File: src/design/assert_macros.svh
// ---------------------------------------------------------------------------
// assert_macros.svh
// Shared assertion macros for the timer bank RTL.
// ---------------------------------------------------------------------------
`ifndef ASSERT_MACROS_SVH
`define ASSERT_MACROS_SVH

// Plain property check, disabled while in reset.
`define MCTB_ASSERT(lbl, clk, rst, prop) \
   lbl: assert property (@(posedge clk) disable iff (rst) (prop)) \
      else $error("timer bank assertion failed");

// Same-cycle implication: when cond holds, expr must hold.
`define MCTB_ASSERT_IMPL(lbl, clk, rst, cond, expr) \
   lbl: assert property (@(posedge clk) disable iff (rst) (cond) |-> (expr)) \
      else $error("timer bank assertion failed");

// Next-cycle implication: when cond holds, expr must hold in the cycle after.
`define MCTB_ASSERT_NEXT(lbl, clk, rst, cond, expr) \
   lbl: assert property (@(posedge clk) disable iff (rst) (cond) |=> (expr)) \
      else $error("timer bank assertion failed");

`endif

File: src/design/mctb_pkg.sv
// ---------------------------------------------------------------------------
// mctb_pkg
// Types and constants shared by the timer bank modules and channels.
// ---------------------------------------------------------------------------
package mctb_pkg;

   // Field widths
   localparam int ACTION_W = 3;
   localparam int CHAN_W   = 3;
   localparam int TIME_W   = 32;
   localparam int KIND_W   = 2;

   // Largest bank the 3-bit channel fields can address
   localparam int BANK_MAX = 8;

   // Action codes
   localparam logic [ACTION_W-1:0] ACT_TICK   = 3'd0;
   localparam logic [ACTION_W-1:0] ACT_CREATE = 3'd1;
   localparam logic [ACTION_W-1:0] ACT_DELETE = 3'd2;
   localparam logic [ACTION_W-1:0] ACT_START  = 3'd3;
   localparam logic [ACTION_W-1:0] ACT_STOP   = 3'd4;

   // Result kinds
   localparam logic [KIND_W-1:0] KIND_REPLY     = 2'd0;
   localparam logic [KIND_W-1:0] KIND_EXPIRE    = 2'd1;
   localparam logic [KIND_W-1:0] KIND_IDLE_TICK = 2'd2;

   // Reply status
   localparam logic STATUS_OK   = 1'b0;
   localparam logic STATUS_FULL = 1'b1;

   // Controller to datapath commands
   typedef struct packed {
      logic latch;   // capture the accepted request
      logic decode;  // apply command or advance time base
      logic scan;    // check one channel for expiry
      logic emit;    // load one result into the output register
   } mctb_cmd_type;

   // Datapath to controller status
   typedef struct packed {
      logic is_tick;
      logic is_known;
      logic scan_end;
      logic slot_free;
      logic emit_last;
   } mctb_sts_type;

endpackage

File: src/design/mctb_chan_if.sv
// ---------------------------------------------------------------------------
// mctb_chan_if
// Valid/ready request and result channels of the timer bank.
// ---------------------------------------------------------------------------
interface mctb_req_if
   import mctb_pkg::*;
   ();
   logic                valid;
   logic                ready;
   logic [ACTION_W-1:0] action;
   logic [CHAN_W-1:0]   channel;
   logic [TIME_W-1:0]   interval;
   logic                repeat_req;

   modport source (output valid, output action, output channel, output interval,
                   output repeat_req, input ready);
   modport sink   (input valid, input action, input channel, input interval,
                   input repeat_req, output ready);
endinterface

interface mctb_rsp_if
   import mctb_pkg::*;
   ();
   logic              valid;
   logic              ready;
   logic [KIND_W-1:0] event_kind;
   logic              status;
   logic [CHAN_W-1:0] channel_out;
   logic              last;

   modport source (output valid, output event_kind, output status, output channel_out,
                   output last, input ready);
   modport sink   (input valid, input event_kind, input status, input channel_out,
                   input last, output ready);
endinterface

File: src/design/mctb_ctrl.sv
// ---------------------------------------------------------------------------
// mctb_ctrl
// Sequencer: accept, decode, per-channel expiry scan, result emission.
// ---------------------------------------------------------------------------
`include "assert_macros.svh"

module mctb_ctrl
   import mctb_pkg::*;
   (
   input  logic         clock,
   input  logic         reset,
   input  logic         req_valid,
   output logic         req_ready,
   input  mctb_sts_type sts,
   output mctb_cmd_type cmd
   );

   localparam logic [1:0] S_IDLE   = 2'd0;
   localparam logic [1:0] S_DECODE = 2'd1;
   localparam logic [1:0] S_SCAN   = 2'd2;
   localparam logic [1:0] S_EMIT   = 2'd3;

   logic [1:0] state_ff;
   logic [1:0] state_in;

   // Next state and commands
   always_comb begin
      state_in   = state_ff;
      cmd        = '0;
      req_ready  = 1'b0;
      case (state_ff)
         S_IDLE: begin
            req_ready = 1'b1;
            if (req_valid) begin
               cmd.latch = 1'b1;
               state_in  = S_DECODE;
            end
         end
         S_DECODE: begin
            cmd.decode = 1'b1;
            if (!sts.is_known) begin
               state_in = S_IDLE;
            end else if (sts.is_tick) begin
               state_in = S_SCAN;
            end else begin
               state_in = S_EMIT;
            end
         end
         S_SCAN: begin
            cmd.scan = 1'b1;
            if (sts.scan_end) begin
               state_in = S_EMIT;
            end
         end
         S_EMIT: begin
            cmd.emit = sts.slot_free;
            if (sts.slot_free && sts.emit_last) begin
               state_in = S_IDLE;
            end
         end
         default: begin
            state_in = S_IDLE;
         end
      endcase
   end

   always_ff @(posedge clock) begin
      if (reset) begin
         state_ff <= S_IDLE;
      end else begin
         state_ff <= state_in;
      end
   end

   // An accepted request is always decoded next
   `MCTB_ASSERT_NEXT(a_accept_decode, clock, reset, req_valid && req_ready, state_ff == S_DECODE)
   // Emission only ends once the final result is loaded
   `MCTB_ASSERT_NEXT(a_emit_hold, clock, reset, (state_ff == S_EMIT) && !(sts.slot_free && sts.emit_last), state_ff == S_EMIT)

endmodule

File: src/design/mctb_dpath.sv
// ---------------------------------------------------------------------------
// mctb_dpath
// Channel store, time base, expiry compare unit and output register.
// ---------------------------------------------------------------------------
`include "assert_macros.svh"

module mctb_dpath
   import mctb_pkg::*;
   #(
   parameter int CHANNEL_COUNT = 8
   )
   (
   input  logic                clock,
   input  logic                reset,
   input  mctb_cmd_type        cmd,
   output mctb_sts_type        sts,
   // request payload
   input  logic [ACTION_W-1:0] req_action,
   input  logic [CHAN_W-1:0]   req_channel,
   input  logic [TIME_W-1:0]   req_interval,
   input  logic                req_repeat_req,
   // result register
   output logic                rsp_valid,
   input  logic                rsp_ready,
   output logic [KIND_W-1:0]   rsp_event_kind,
   output logic                rsp_status,
   output logic [CHAN_W-1:0]   rsp_channel_out,
   output logic                rsp_last
   );

   localparam int BANK  = (CHANNEL_COUNT < BANK_MAX) ? CHANNEL_COUNT : BANK_MAX;
   localparam int IDX_W = (BANK > 1) ? $clog2(BANK) : 1;

   // Latched request
   logic [ACTION_W-1:0] act_ff, act_in;
   logic [CHAN_W-1:0]   ch_ff, ch_in;
   logic [TIME_W-1:0]   ivl_ff, ivl_in;
   logic                rep_ff, rep_in;

   // Timer state
   logic [TIME_W-1:0]   time_ff, time_in;
   logic [BANK-1:0]     alloc_ff, alloc_in;
   logic [BANK-1:0]     run_ff, run_in;
   logic [BANK-1:0]     per_ff, per_in;
   logic [TIME_W-1:0]   stamp_ff [BANK];
   logic [TIME_W-1:0]   stamp_in [BANK];
   logic [TIME_W-1:0]   tgt_ff [BANK];
   logic [TIME_W-1:0]   tgt_in [BANK];

   // Scan and reply state
   logic [BANK-1:0]     mask_ff, mask_in;
   logic [IDX_W-1:0]    idx_ff, idx_in;
   logic                rsts_ff, rsts_in;
   logic [CHAN_W-1:0]   rchan_ff, rchan_in;

   // Output register
   logic                ovalid_ff, ovalid_in;
   logic [KIND_W-1:0]   okind_ff, okind_in;
   logic                ostat_ff, ostat_in;
   logic [CHAN_W-1:0]   ochan_ff, ochan_in;
   logic                olast_ff, olast_in;

   // Decode helpers
   logic                ch_ok;
   logic [IDX_W-1:0]    ch_idx;
   logic                free_found;
   logic [IDX_W-1:0]    free_idx;
   logic [IDX_W-1:0]    low_idx;
   logic [BANK-1:0]     mask_rest;
   logic [TIME_W-1:0]   elapsed;
   logic                hit;
   logic                is_tick;
   logic                slot_free;

   assign ch_ok     = {1'b0, ch_ff} < (CHAN_W+1)'(BANK);
   assign ch_idx    = ch_ff[IDX_W-1:0];
   assign is_tick   = act_ff == ACT_TICK;
   assign slot_free = !ovalid_ff || rsp_ready;
   assign mask_rest = mask_ff & (mask_ff - 1'b1);

   // Lowest free channel for create
   always_comb begin
      free_found = 1'b0;
      free_idx   = '0;
      for (int i = BANK - 1; i >= 0; i--) begin
         if (!alloc_ff[i]) begin
            free_found = 1'b1;
            free_idx   = IDX_W'(i);
         end
      end
   end

   // Lowest pending expiry
   always_comb begin
      low_idx = '0;
      for (int i = BANK - 1; i >= 0; i--) begin
         if (mask_ff[i]) begin
            low_idx = IDX_W'(i);
         end
      end
   end

   // Expiry compare for the channel under scan (wraps modulo 2^32)
   assign elapsed = time_ff - stamp_ff[idx_ff];
   assign hit     = run_ff[idx_ff] && (elapsed >= tgt_ff[idx_ff]);

   // Status to controller
   always_comb begin
      sts           = '0;
      sts.is_tick   = is_tick;
      sts.is_known  = act_ff <= ACT_STOP;
      sts.scan_end  = idx_ff == IDX_W'(BANK - 1);
      sts.slot_free = slot_free;
      sts.emit_last = !is_tick || (mask_rest == '0);
   end

   // Next-state logic
   always_comb begin
      act_in    = act_ff;
      ch_in     = ch_ff;
      ivl_in    = ivl_ff;
      rep_in    = rep_ff;
      time_in   = time_ff;
      alloc_in  = alloc_ff;
      run_in    = run_ff;
      per_in    = per_ff;
      stamp_in  = stamp_ff;
      tgt_in    = tgt_ff;
      mask_in   = mask_ff;
      idx_in    = idx_ff;
      rsts_in   = rsts_ff;
      rchan_in  = rchan_ff;
      ovalid_in = ovalid_ff;
      okind_in  = okind_ff;
      ostat_in  = ostat_ff;
      ochan_in  = ochan_ff;
      olast_in  = olast_ff;

      // capture request
      if (cmd.latch) begin
         act_in = req_action;
         ch_in  = req_channel;
         ivl_in = req_interval;
         rep_in = req_repeat_req;
      end

      // apply command or start a tick
      if (cmd.decode) begin
         rsts_in  = STATUS_OK;
         rchan_in = '0;
         case (act_ff)
            ACT_TICK: begin
               time_in = time_ff + 1'b1;
               mask_in = '0;
               idx_in  = '0;
            end
            ACT_CREATE: begin
               if (free_found) begin
                  alloc_in[free_idx] = 1'b1;
                  run_in[free_idx]   = 1'b0;
                  per_in[free_idx]   = 1'b0;
                  rchan_in           = CHAN_W'(free_idx);
               end else begin
                  rsts_in = STATUS_FULL;
               end
            end
            ACT_DELETE: begin
               // stamp and target only matter once start rewrites them
               if (ch_ok) begin
                  alloc_in[ch_idx] = 1'b0;
                  run_in[ch_idx]   = 1'b0;
                  per_in[ch_idx]   = 1'b0;
               end
            end
            ACT_START: begin
               if (ch_ok) begin
                  stamp_in[ch_idx] = time_ff;
                  tgt_in[ch_idx]   = ivl_ff;
                  run_in[ch_idx]   = 1'b1;
                  per_in[ch_idx]   = rep_ff;
               end
            end
            ACT_STOP: begin
               if (ch_ok) begin
                  run_in[ch_idx] = 1'b0;
                  per_in[ch_idx] = 1'b0;
               end
            end
            default: begin
            end
         endcase
      end

      // one channel per cycle: restart or stop, flag allocated ones
      if (cmd.scan) begin
         if (hit) begin
            if (per_ff[idx_ff]) begin
               stamp_in[idx_ff] = time_ff;
            end else begin
               run_in[idx_ff] = 1'b0;
            end
            if (alloc_ff[idx_ff]) begin
               mask_in[idx_ff] = 1'b1;
            end
         end
         idx_in = IDX_W'(idx_ff + 1'b1);
      end

      // output register
      if (ovalid_ff && rsp_ready) begin
         ovalid_in = 1'b0;
      end
      if (cmd.emit) begin
         ovalid_in = 1'b1;
         ostat_in  = STATUS_OK;
         ochan_in  = '0;
         olast_in  = 1'b1;
         if (!is_tick) begin
            okind_in = KIND_REPLY;
            ostat_in = rsts_ff;
            ochan_in = rchan_ff;
         end else if (mask_ff == '0) begin
            okind_in = KIND_IDLE_TICK;
         end else begin
            okind_in = KIND_EXPIRE;
            ochan_in = CHAN_W'(low_idx);
            olast_in = mask_rest == '0;
            mask_in  = mask_rest;
         end
      end
   end

   // Control state
   always_ff @(posedge clock) begin
      if (reset) begin
         time_ff   <= '0;
         alloc_ff  <= '0;
         run_ff    <= '0;
         per_ff    <= '0;
         mask_ff   <= '0;
         ovalid_ff <= 1'b0;
      end else begin
         time_ff   <= time_in;
         alloc_ff  <= alloc_in;
         run_ff    <= run_in;
         per_ff    <= per_in;
         mask_ff   <= mask_in;
         ovalid_ff <= ovalid_in;
      end
   end

   // Payload
   always_ff @(posedge clock) begin
      act_ff   <= act_in;
      ch_ff    <= ch_in;
      ivl_ff   <= ivl_in;
      rep_ff   <= rep_in;
      stamp_ff <= stamp_in;
      tgt_ff   <= tgt_in;
      idx_ff   <= idx_in;
      rsts_ff  <= rsts_in;
      rchan_ff <= rchan_in;
      okind_ff <= okind_in;
      ostat_ff <= ostat_in;
      ochan_ff <= ochan_in;
      olast_ff <= olast_in;
   end

   assign rsp_valid       = ovalid_ff;
   assign rsp_event_kind  = okind_ff;
   assign rsp_status      = ostat_ff;
   assign rsp_channel_out = ochan_ff;
   assign rsp_last        = olast_ff;

   // Controller only loads a result into a free output slot
   `MCTB_ASSERT_IMPL(a_emit_slot, clock, reset, cmd.emit, slot_free)
   // Each expiry result retires exactly one pending channel
   `MCTB_ASSERT_NEXT(a_mask_retire, clock, reset, cmd.emit && is_tick && (mask_ff != '0), $countones(mask_ff) + 1 == $countones($past(mask_ff)))

endmodule

File: src/design/multi_channel_tick_timer_bank_unit.sv
// ---------------------------------------------------------------------------
// multi_channel_tick_timer_bank_unit
// Bank of one-shot/periodic timer channels on a 32-bit tick time base.
//
//   Channel   Dir  Handshake     Payload
//   req_bus   in   valid/ready   action, channel, interval, repeat_req
//   rsp_bus   out  valid/ready   event_kind, status, channel_out, last
//
// A command (create, delete, start, stop) is accepted, decoded and emitted.
// A tick is accepted and decoded, then N = min(CHANNEL_COUNT, 8) channels are
// checked one per cycle by a single subtract-and-compare unit, and R results
// (at least 1) are emitted. Actions 5 to 7 are decoded but give no result.
// Reset clears the time base and all channel flags at once; no sweep.
// Requests are accepted only between items; a result waiting in the output
// register does not block the next request, but a stalled output holds emission.
// ---------------------------------------------------------------------------
module multi_channel_tick_timer_bank_unit
   import mctb_pkg::*;
   #(
   parameter int CHANNEL_COUNT = 8
   )
   (
   input  logic        clock,
   input  logic        reset,
   mctb_req_if.sink    req_bus,
   mctb_rsp_if.source  rsp_bus
   );

   mctb_cmd_type cmd;
   mctb_sts_type sts;
   logic         req_ready;

   assign req_bus.ready = req_ready;

   // Sequencer
   mctb_ctrl u_ctrl (
      .clock     (clock),
      .reset     (reset),
      .req_valid (req_bus.valid),
      .req_ready (req_ready),
      .sts       (sts),
      .cmd       (cmd)
   );

   // Channel store and result register
   mctb_dpath #(
      .CHANNEL_COUNT (CHANNEL_COUNT)
   ) u_dpath (
      .clock           (clock),
      .reset           (reset),
      .cmd             (cmd),
      .sts             (sts),
      .req_action      (req_bus.action),
      .req_channel     (req_bus.channel),
      .req_interval    (req_bus.interval),
      .req_repeat_req  (req_bus.repeat_req),
      .rsp_valid       (rsp_bus.valid),
      .rsp_ready       (rsp_bus.ready),
      .rsp_event_kind  (rsp_bus.event_kind),
      .rsp_status      (rsp_bus.status),
      .rsp_channel_out (rsp_bus.channel_out),
      .rsp_last        (rsp_bus.last)
   );

endmodule
File: src/flat_wrapper.sv
// flat-port wrapper written by rule: the top's interface ports become plain ports
module multi_channel_tick_timer_bank_unit_flat import mctb_pkg::*;
#(
   parameter int CHANNEL_COUNT = 8
   )
  (clock, reset, req_bus_valid, req_bus_action, req_bus_channel, req_bus_interval, req_bus_repeat_req, req_bus_ready, rsp_bus_valid, rsp_bus_event_kind, rsp_bus_status, rsp_bus_channel_out, rsp_bus_last, rsp_bus_ready);
  mctb_req_if req_bus_i ();
  mctb_rsp_if rsp_bus_i ();
  input  logic clock;
  input  logic reset;
  input wire logic [$bits(req_bus_i.valid)-1:0] req_bus_valid;
  input wire logic [$bits(req_bus_i.action)-1:0] req_bus_action;
  input wire logic [$bits(req_bus_i.channel)-1:0] req_bus_channel;
  input wire logic [$bits(req_bus_i.interval)-1:0] req_bus_interval;
  input wire logic [$bits(req_bus_i.repeat_req)-1:0] req_bus_repeat_req;
  output wire logic [$bits(req_bus_i.ready)-1:0] req_bus_ready;
  output wire logic [$bits(rsp_bus_i.valid)-1:0] rsp_bus_valid;
  output wire logic [$bits(rsp_bus_i.event_kind)-1:0] rsp_bus_event_kind;
  output wire logic [$bits(rsp_bus_i.status)-1:0] rsp_bus_status;
  output wire logic [$bits(rsp_bus_i.channel_out)-1:0] rsp_bus_channel_out;
  output wire logic [$bits(rsp_bus_i.last)-1:0] rsp_bus_last;
  input wire logic [$bits(rsp_bus_i.ready)-1:0] rsp_bus_ready;
  assign req_bus_i.valid = req_bus_valid;
  assign req_bus_i.action = req_bus_action;
  assign req_bus_i.channel = req_bus_channel;
  assign req_bus_i.interval = req_bus_interval;
  assign req_bus_i.repeat_req = req_bus_repeat_req;
  assign req_bus_ready = req_bus_i.ready;
  assign rsp_bus_valid = rsp_bus_i.valid;
  assign rsp_bus_event_kind = rsp_bus_i.event_kind;
  assign rsp_bus_status = rsp_bus_i.status;
  assign rsp_bus_channel_out = rsp_bus_i.channel_out;
  assign rsp_bus_last = rsp_bus_i.last;
  assign rsp_bus_i.ready = rsp_bus_ready;
  multi_channel_tick_timer_bank_unit #(.CHANNEL_COUNT(CHANNEL_COUNT)) u_core (.clock(clock), .reset(reset), .req_bus(req_bus_i), .rsp_bus(rsp_bus_i));
endmodule
File: config.mk
export PLATFORM = sky130hd
export DESIGN_NAME = multi_channel_tick_timer_bank_unit_flat
export DESIGN_NICKNAME = d
export VERILOG_FILES = /design/src/design/mctb_pkg.sv /design/src/design/mctb_chan_if.sv /design/src/design/mctb_ctrl.sv /design/src/design/mctb_dpath.sv /design/src/design/multi_channel_tick_timer_bank_unit.sv /design/src/flat_wrapper.sv
export VERILOG_INCLUDE_DIRS = /design/src /design/src/design
export SDC_FILE = /design/constraint.sdc
export NUM_CORES = 1
export LEC_CHECK = 0
export ABC_AREA = 1
export BUFFER_PORTS_ARGS = -buffer_cell sky130_fd_sc_hd__buf_2
export CAP_MARGIN = 20
export CELL_PAD_IN_SITES_DETAIL_PLACEMENT = 2
export CELL_PAD_IN_SITES_GLOBAL_PLACEMENT = 2
export CORE_MARGIN = 2
export CORE_UTILIZATION = 40
export DETAILED_ROUTE_END_ITERATION = 16
export PLACE_DENSITY_LB_ADDON = 0.1
export SLEW_MARGIN = 15
export SYNTH_ARGS = -nofsm -noshare
export SYNTH_HDL_FRONTEND = slang
export SYNTH_SLANG_ARGS = --single-unit
File: constraint.sdc
create_clock -name clock -period 5.5 [get_ports clock]
set_input_delay 0.55 -clock clock [delete_from_list [all_inputs] [get_ports clock]]
set_output_delay 0.55 -clock clock [all_outputs]
set_load 0.02 [all_outputs]
==> run_results.csv <==
group,metric,value,unit
finish,fin_cells,4276,
sta,worst_slew_pin_slew,1170,ps
sta,max_freq,179,MHz
grt,grtUsageMet1,40.2,%
drt,wl,126,mm
drt,avgRoutedWirePerCell,29.4,um
flow_run,maxCapViolations,0,
place,dp.cells,4084,
synth,synth_most_common_cell,"nand2_1",
run_status,status,"complete, but fails checks",
clocking,clock-sinks,632,
critical_path,startpoint_type,"register",
finish,diodes,0,
die,coreArea,0.0698,mm2
clocking,path_clk_slew,60,ps
place,gp_congestion,0.872,
critical_path,end_kind,"register",
synth,synthDistinctLibCells,54,
synth,synth_area,0.0281,mm2
drt,first_pass_iters,5,
grt,globalRoute.totalOverflow,0,
sta,post-route-min-period,5570,ps
grt,grt_pass1_vias,27100,
synth,synthTopCellsByCount,"nand2_1 (727), dfxtp_1 (323), edfxtp_1 (309), nor2_1 (297), inv_1 (288)",
critical_path,crit_arrival,6130,ps
die,die_x,269,um
sta,hold_viol_final,0,
grt,antenna_found_initial,0,
critical_path,worst_path_max_delay_cell,"edfxtp_1",
place,dpl-instance-area,0.0302,mm2
finish,fin_nets,3394,
sta,slew_violations,0,
die,dieArea,0.0724,mm2
synth,synth_area_leader_cell,"edfxtp_1",
sta,skew,30.4,ps
critical_path,cp_max_fo,8,
sta,setup_viol,17,
power,power,14.6,mW
sta,setup_ws,-72.7,ps
synth,ys_ff_latch,632,
sta,finalSetupTns,-333,ps
synth,syn_nets,3247,
synth,syn_inst,3130,
synth,ys.warnings.count,0,
clocking,cts_tree,"done",
die,pin_count,52,
grt,busiest_layer,"met2",
synth,synthArstFlopShare,0,%
grt,gr-usage-met2,57.9,%
clocking,clockBufferDepth,3,
critical_path,slowest_delay,420,ps
clocking,numCtsBuffers,74,
synth,synth_edf_count,309,
finish,drive_above_1_share,16.6,%
sta,grt_setup_unrepaired,"true",
clocking,clk_latency,670,ps
place,portBuffers,51,
critical_path,crit_required,6050,ps
finish,area_delta_synth_final,22.3,%
grt,grt_use_total,32.9,%
drt,ant_nets,0,
clocking,cts_root_buf,"clkbuf_16",
critical_path,path_common_cell,"nand2_1",
die,rows,97,
sta,slew_headroom,22.3,%
place,dp_hpwl,77.8,mm
power,ir_drop,0.341,mV
clocking,htreeDepth,3,
synth,yosysSeqAreaShare,56.0,%
grt,grt_max_degree,50,
drt,dr_total_vias,25100,
drt,drt_iter0_drc,1868,
power,p_per_area,425,mW/mm2
critical_path,crit_type,"reg2reg",
synth,syn_area_per_cell,8.98,um2
die,initial_core_util,40.3,%
die,die_h,269,um
finish,design_area,0.0344,mm2
drt,drc_errors,0,
grt,grt_pass1_wl,175,mm
sta,period_share,101,%
finish,utilization,49.2,%
critical_path,rrSetupSlack,-70,ps
hold_path,worstHoldPathType,"in2reg",
run_status,violations,"negative setup slack",
power,p_leak,13.8,nW
synth,synthTopCellsByArea,"edfxtp_1 (33%), dfxtp_1 (23%), nand2_1 (9.7%), nor2_1 (4.0%), inv_1 (3.8%)",
drt,viasPerCell,5.87,
synth,yosysTopAreaCellShare,33.0,%
grt,use_met3,4.61,%
synth,synth_top_flop_cell,"dfxtp_1",
worst max-delay path: cells and delay by family, from the launching register on:
kind,cells,cell delay [ps]
buffers and inverters,8,1450
flip-flops,1,420
adder cells (fa/ha/maj),2,510
XOR/XNOR,1,200
AO/OA/AOI/OAI,5,750
AND/OR/NAND/NOR,20,2130
placed cells by master (no fill, tap or decap), drive strengths merged, types with 8 or more instances in the layout:
cell type | synthesis | routed
inv | 296 | 295
nor3 | 36 | 36
o211ai | 8 | 8
o2111ai | 9 | 9
clkinv | 2 | 33
a221oi | 56 | 56
nor2 | 298 | 298
o22ai | 17 | 17
a22o | 30 | 30
o21bai | 12 | 12
a21oi | 170 | 170
dfxtp | 323 | 323
a22oi | 66 | 66
nand2 | 733 | 733
nand3 | 173 | 173
ha | 73 | 73
nand4 | 69 | 69
buf | 56 | 231
xor2 | 34 | 34
edfxtp | 309 | 309
o21ai | 189 | 189
clkbuf | 113 | 104
metal layers:
layer  routed length, um  part of all wire [%]  vias up
li1                    -                     -    10900
met1               50700                    40    12900
met2               62200                    49      882
met3                6710                   5.3      332
met4                6180                   4.9        0
met5                   0                     0        -
registers in the layout, indices dropped and copies added (netlist names), 8 cells and up, named ones only:
signal and flops:
u_core.u_dpath.alloc_ff 8, u_core.u_dpath.mask_ff 8, u_core.u_dpath.stamp_ff 256, u_core.u_dpath.time_ff 32, u_core.u_dpath.run_ff 8, u_core.u_dpath.per_ff 8
u_core.u_dpath.tgt_ff 256, u_core.u_dpath.ivl_ff 32
power by group:
part           switching [mW]  internal [mW]  leakage (nW)  total (mW)
clock network            2.20           2.98          1.23        5.18
registers               0.314           5.48          5.43        5.79
logic                    2.40           1.22          7.16        3.62
total                    4.91           9.68          13.8        14.6
kinds of logic after synthesis:
logic type / share of synthesized area, %
flip-flops: 56.0
AND/OR/NAND/NOR: 19.9
buffers and inverters: 6.61
adder cells (fa/ha/maj): 3.32
XOR/XNOR: 1.28
AO/OA/AOI/OAI: 12.9
final timing paths:
kind | to | depth (start not counted) | startpoint
worst max register to register | u_core.u_dpath.stamp_ff[8] | 36 | u_core.u_dpath.idx_ff[1]
worst max-delay path | u_core.u_dpath.stamp_ff[8] | 36 | u_core.u_dpath.idx_ff[1]
worst min register to register | u_core.u_dpath.stamp_ff[39] | 2 | u_core.u_dpath.stamp_ff[39]
worst min-delay path | u_core.u_dpath.act_ff[1] | 1 | req_bus_action[1]
cell type report:
cell class	instances	area, um2
clock buffer	95	2020
sequential	632	15700
tap	940	1180
inverter	298	1170
timing repair buffer	240	2290
clock inverter	40	520
fill	7197	35400
multi-input combinational	2031	11400
timing repair:
action | 4_1_cts | 5_1_grt
pin swaps | 9 | 43
setup buffers | 10 | 36
hold buffers | 0 | 0
resized for setup | 57 | 191
setup endpoints to repair | 268 | 272
gates cloned | 0 | 9
per-stage QoR:
stage               setup WS [ps]  hold slack (ps)
floorplan                     413              432
global placement            -50.9              448
detailed placement           -351              460
CTS                          9.43             37.3
global route                 -253             50.1
finish                      -72.7             65.6
No activity file was read; power rests on OpenSTA's default activity.
